$ cat config.mk
export PLATFORM = sky130hd
export DESIGN_NAME = npsrch_cell
export DESIGN_NICKNAME = d
export VERILOG_FILES = /design/src/npsrch_cell.sv
export SDC_FILE = /design/constraint.sdc
export NUM_CORES = 1
export LEC_CHECK = 0
export BUFFER_PORTS_ARGS = -buffer_cell sky130_fd_sc_hd__buf_2
export CAP_MARGIN = 5
export CORE_UTILIZATION = 45
export CTS_BUF_LIST = sky130_fd_sc_hd__clkbuf_8
export CTS_CLUSTER_DIAMETER = 30
export CTS_CLUSTER_SIZE = 10
export DETAILED_ROUTE_END_ITERATION = 12
export GPL_ROUTABILITY_DRIVEN = 0
export PLACE_DENSITY_LB_ADDON = 0.15
export SLEW_MARGIN = 25
export SYNTH_ARGS = -nofsm -noshare
export SYNTH_HDL_FRONTEND = slang
export SYNTH_SLANG_ARGS = --single-unit
export TNS_END_PERCENT = 100
$ cat constraint.sdc
create_clock -name aclk -period 21.7 [get_ports aclk]
set_input_delay 3.255 -clock aclk [delete_from_list [all_inputs] [get_ports aclk]]
set_output_delay 3.255 -clock aclk [all_outputs]
set_load 0.1 [all_outputs]
$ cat src/npsrch_cell.sv
// One axis cell of the scan chain: difference, square and accumulate.
module npsrch_cell #(
    parameter int CB    = 24,
    parameter int IDX_W = 8,
    parameter int ACC_W = 2 * CB + 2,
    parameter int AXIS  = 0
) (
    input  logic                   aclk,
    input  logic                   aresetn,
    input  logic                   q_load,
    input  logic [CB-1:0]          q_coord,
    input  logic                   in_valid,
    input  logic                   in_last,
    input  logic [IDX_W-1:0]       in_idx,
    input  logic                   in_match,
    input  logic [ACC_W-1:0]       in_acc,
    input  logic [2:0][CB-1:0]     in_pt,
    output logic                   out_valid,
    output logic                   out_last,
    output logic [IDX_W-1:0]       out_idx,
    output logic                   out_match,
    output logic [ACC_W-1:0]       out_acc,
    output logic [2:0][CB-1:0]     out_pt
);
    logic [CB-1:0]      q_reg;
    logic signed [CB:0] diff;
    logic [CB-1:0]      mag;
    logic [2*CB-1:0]    sq;

    // stage a: abs difference
    logic               va_reg, lasta_reg, matcha_reg;
    logic [IDX_W-1:0]   idxa_reg;
    logic [ACC_W-1:0]   acca_reg;
    logic [2:0][CB-1:0] pta_reg;
    logic [CB-1:0]      maga_reg;
    // stage b: square and accumulate
    logic               vb_reg, lastb_reg, matchb_reg;
    logic [IDX_W-1:0]   idxb_reg;
    logic [ACC_W-1:0]   accb_reg, accb_next;
    logic [2:0][CB-1:0] ptb_reg;

    assign diff = {in_pt[AXIS][CB-1], in_pt[AXIS]} - {q_reg[CB-1], q_reg};
    assign mag  = diff[CB] ? CB'(-diff) : diff[CB-1:0];
    assign sq   = maga_reg * maga_reg;
    assign accb_next = acca_reg + ACC_W'(sq);

    always_ff @(posedge aclk) begin
        if (q_load) begin
            q_reg <= q_coord;
        end
        lasta_reg  <= in_last;
        idxa_reg   <= in_idx;
        matcha_reg <= in_match && (diff == '0);
        acca_reg   <= in_acc;
        pta_reg    <= in_pt;
        maga_reg   <= mag;
        lastb_reg  <= lasta_reg;
        idxb_reg   <= idxa_reg;
        matchb_reg <= matcha_reg;
        accb_reg   <= accb_next;
        ptb_reg    <= pta_reg;
    end

    always_ff @(posedge aclk) begin
        if (!aresetn) begin
            va_reg <= 1'b0;
            vb_reg <= 1'b0;
        end else begin
            va_reg <= in_valid;
            vb_reg <= va_reg;
        end
    end

    assign out_valid = vb_reg;
    assign out_last  = lastb_reg;
    assign out_idx   = idxb_reg;
    assign out_match = matchb_reg;
    assign out_acc   = accb_reg;
    assign out_pt    = ptb_reg;
endmodule

After elaboration in Yosys (flattened, before gate mapping) --
Cells that the tools add are included.
Operators by class: $mul 1, mux-type cells 1, $add $sub $neg 3, reductions and logical operators 2
Operator list (number):
- adder 50 x 48 -> 50 bit | 1
- multiplier 24 x 24 -> 48 bit | 1
- logical NOT 25 bit | 1
- subtractor 24 x 24 -> 25 bit | 1
- 2-to-1 mux 24 bit | 1
- negator 24 bit | 1
- logical AND 1 bit | 1
Word-level totals: bits of input ports 160, flip-flop bits (word level) 314

Logic depth before layout (Yosys ltp) --
word-level depth 3, depth in mapped cells 28

Worst setup path after synthesis --
No wires, ideal clock.
kind reg-to-reg, from register maga_reg[11], to register accb_reg[45], in the netlist out_acc[45], setup slack 14687 ps, setup time 127 ps, arrival time 6885 ps, clock period less this slack 7013 ps, data required time 21573 ps, stages on the path, launching flop included 27, cell sequence dfxtp_1 -> clkbuf_1 -> clkbuf_1 -> nand2_1 -> fa_1 -> inv_1 -> fa_1 -> inv_1 -> fa_1 -> fa_1 -> inv_1 -> fa_1 -> fa_1 -> inv_1 -> fa_1 -> inv_1 -> ha_1 -> clkbuf_1 -> a21oi_1 -> o21ai_0 -> a311o_1 -> a221o_1 -> a22oi_1 -> a21oi_1 -> o221ai_1 -> o21bai_1 -> xor2_1
On the way: word-level cells in the longest chain between the ends 2
RTL lines:
- from (decl) | RTL line 35 | logic [CB-1:0] maga_reg;
- from (signal assigned) | RTL line 56 | maga_reg <= mag;
- multiplier 24 x 24 -> 48 bit | RTL line 44 | assign sq = maga_reg * maga_reg;
- adder 50 x 48 -> 50 bit | RTL line 45 | assign accb_next = acca_reg + ACC_W'(sq);
- net accb_next[45] | RTL line 39 | logic [ACC_W-1:0] accb_reg, accb_next;
- to (signal assigned) | RTL line 60 | accb_reg <= accb_next;
- to (decl) | RTL line 39
The timed path passes the listed nets, and every way through them passes these cells. A chain may end at the register's enable or synchronous reset.

Worst setup path after layout --
from register maga_reg[19], to register accb_reg[47], in the netlist out_acc[47]
The elaborated chain is that of the path after synthesis.

==> results.json <==
{
  "rr_worst_depth": 24,
  "crit_path_max_fanout": 22,
  "io_buffers": 292,
  "dieArea_um2": 60000,
  "finalMaxSlewViolations": 0,
  "ys_seq_area_share_pct": 24.6,
  "fmax_mhz": 121,
  "clk_latency_ps": 700,
  "period_share_pct": 37.9,
  "synth_fp_nets": 3474,
  "setup_slack_ps": 13470,
  "holdWs_ps": 305,
  "coreArea_um2": 58000,
  "crit_path_top_delay_cell": "dfxtp_1",
  "critPathMostFrequentCell": "fa_1",
  "holdBufCountCts": 0,
  "wl_per_cell_um": 15.8,
  "setup_viol": 0,
  "ctsResizeCount": 0,
  "dp_hpwl_mm": 48.5,
  "ys_warn_count": 0,
  "hold_viol": 0,
  "yosys-top-cells-area": "fa_1 35%, dfxtp_1 22%, inv_1 10%",
  "slew_headroom_pct": 30.8,
  "syn_area_per_cell_um2": 10.1,
  "first_pass_iters": 5,
  "worstReg2RegEnd": "out_acc[47]",
  "antenna_left": 0,
  "crit_path_end_kind": "register",
  "num-fill-cells": 5304,
  "clk_pin_slew_ps": 60,
  "numCtsBuffers": 58,
  "post-place-ws_ps": 13480,
  "period_minus_slack_ps": 8230,
  "crit_type": "reg -> reg",
  "fin_nets": 3776,
  "syn-cell-area_um2": 26500,
  "synth_top_area_share_pct": 35.2,
  "antenna_found_initial": 1,
  "grt_max_degree": 27,
  "root_buffer": "clkbuf_8",
  "max_stage_delay_ps": 1000,
  "routed_wl_mm": 59.4,
  "dieWidth_um": 245,
  "synth_ff_type": "dfxtp_1",
  "syn_inst": 2640,
  "clock-skew-final_ps": 64.2,
  "final_cell_count_no_fill": 3755,
  "cp.arrival_ps": 8800,
  "synthTopCellsByCount": "732 x inv_1, 467 x fa_1, 290 x dfxtp_1",
  "tns_ps": 0,
  "cts.htree.levels": 2,
  "cts_setup_buffers": 0,
  "cts.path.max_buffers": 3,
  "grt.total_usage_pct": 20.8,
  "rsz0062_at_grt": "false",
  "crit_path_start": "maga_reg[19]",
  "worst_slew_pin_slew_ps": 1040,
  "ys_types": 70,
  "max_cap_viol_count": 0,
  "io_pins": 293,
  "yosysMostFrequentCell": "inv_1",
  "dr.first_iter.drc_count": 705,
  "async_reset_ff_share_pct": 0,
  "crit_chain": "and2_1 -> inv_1 -> fa_1 -> inv_1 -> fa_1 -> inv_1 -> fa_1 -> fa_1 -> inv_1 -> fa_1 -> fa_1 -> inv_1 -> fa_1 -> inv_1 -> ha_1 -> a21oi_1 -> o21ai_0 -> a2111oi_1 -> o311ai_0 -> a2111oi_1 -> o21ai_0 -> nand2_1 -> o31ai_1 -> xor2_1",
  "grt_pass1_vias": 19932,
  "synth_edf_count": 24,
  "vias": 18062,
  "die_y_um": 245,
  "drive_gt1_share_pct": 14.9,
  "yosys.area.top_type": "fa_1",
  "viasPerCell": 4.81,
  "initial_core_util_pct": 45.7,
  "cp-start-kind": "register",
  "drc_errors": 0,
  "rr_startpoint": "maga_reg[19]",
  "critPathCapture": "out_acc[47]",
  "hold_class": "reg -> reg",
  "area_growth_pct": 14.1,
  "status": "finished clean",
  "dp_cells": 3647,
  "rows": 88,
  "clock_sinks": 314,
  "grt_overflow": 0,
  "reg2reg_setup_slack_ps": 13470,
  "cp_data_required_time_ps": 22270,
  "tritoncts": "built",
  "grt_pass1_wl_mm": 98.2,
  "synth_seq_cells": 314
}
==> layout by cell type, fill, tap and decap left out, types with 59 or more instances in the layout <==
cell      netlist  layout
dfxtp_1       290     290
xnor2_1        59      59
inv_1         732     739
nand2_1       210     210
a21oi_1        76      76
fa_1          467     467
buf_2           4     292
ha_1          207     207
nor2_1         59      59
and2_1        112     112
clkbuf_8        0      64
==> area by class of cell <==
cell class,instances,area (µm²),share of cell area (%)
Multi-Input combinational cell,1519,17000,56.1
Sequential cell,314,6530,21.5
Inverter,732,2750,9.07
Timing Repair Buffer,317,1650,5.44
Tap cell,765,957,3.16
Clock buffer,64,881,2.91
Clock inverter,43,543,1.79
Antenna cell,1,2.50,0.00826
==> how the worst min path moves through the flow <==
stage | from | to | slack, ps | cells after the start
global placement | pta_reg[61] | out_pt[61] | 310 | 0
finish | pta_reg[23] | out_pt[23] | 300 | 0
detailed placement | idxa_reg[5] | out_idx[5] | 310 | 0
CTS | pta_reg[23] | out_pt[23] | 310 | 0
global route | pta_reg[31] | out_pt[31] | 320 | 0
floorplan | idxa_reg[0] | out_idx[0] | 310 | 0
==> layer usage <==
layer | vias up | share of wire (%) | track usage (%)
met1 | 8953 | 38 | 23.6
met2 | 462 | 53 | 38.3
met3 | 106 | 5.9 | 4.28
met4 | 0 | 3.3 | 7.57
li1 | 8541 | - | -
met5 | - | 0 | 0
==> through the flow <==
| stage | instance area [µm²] | utilization, % |
|---|---|---|
| after floorplan | 26500 | - |
| after global placement | 28900 | 49.7 |
| after detailed placement | 28900 | 49.7 |
| after CTS | 30300 | 52.2 |
| after global routing | 30300 | 52.2 |
| final | 30300 | 52.2 |
==> cell families after synthesis <==
kind of cell	share of synthesized area, %
flops	24.6
fa+ha+maj	45.0
xor+xnor	3.10
simple gates	9.44
mux	0.165
buf+inv	11.4
compound gates	6.30
==> worst max-delay path, delay by kind of cell, from the launching register on <==
| kind | cells | cell delay, ps |
|---|---|---|
| AND/OR/NAND/NOR | 2 | 430 |
| buffers and inverters | 6 | 310 |
| flip-flops | 1 | 1000 |
| XOR/XNOR | 1 | 160 |
| AO/OA/AOI/OAI | 7 | 2360 |
| adder cells (fa/ha/maj) | 8 | 3830 |
Power is left out: the tool's default activity adds up to more than one toggle a clock period on the data nets, which glitch-free logic cannot reach.
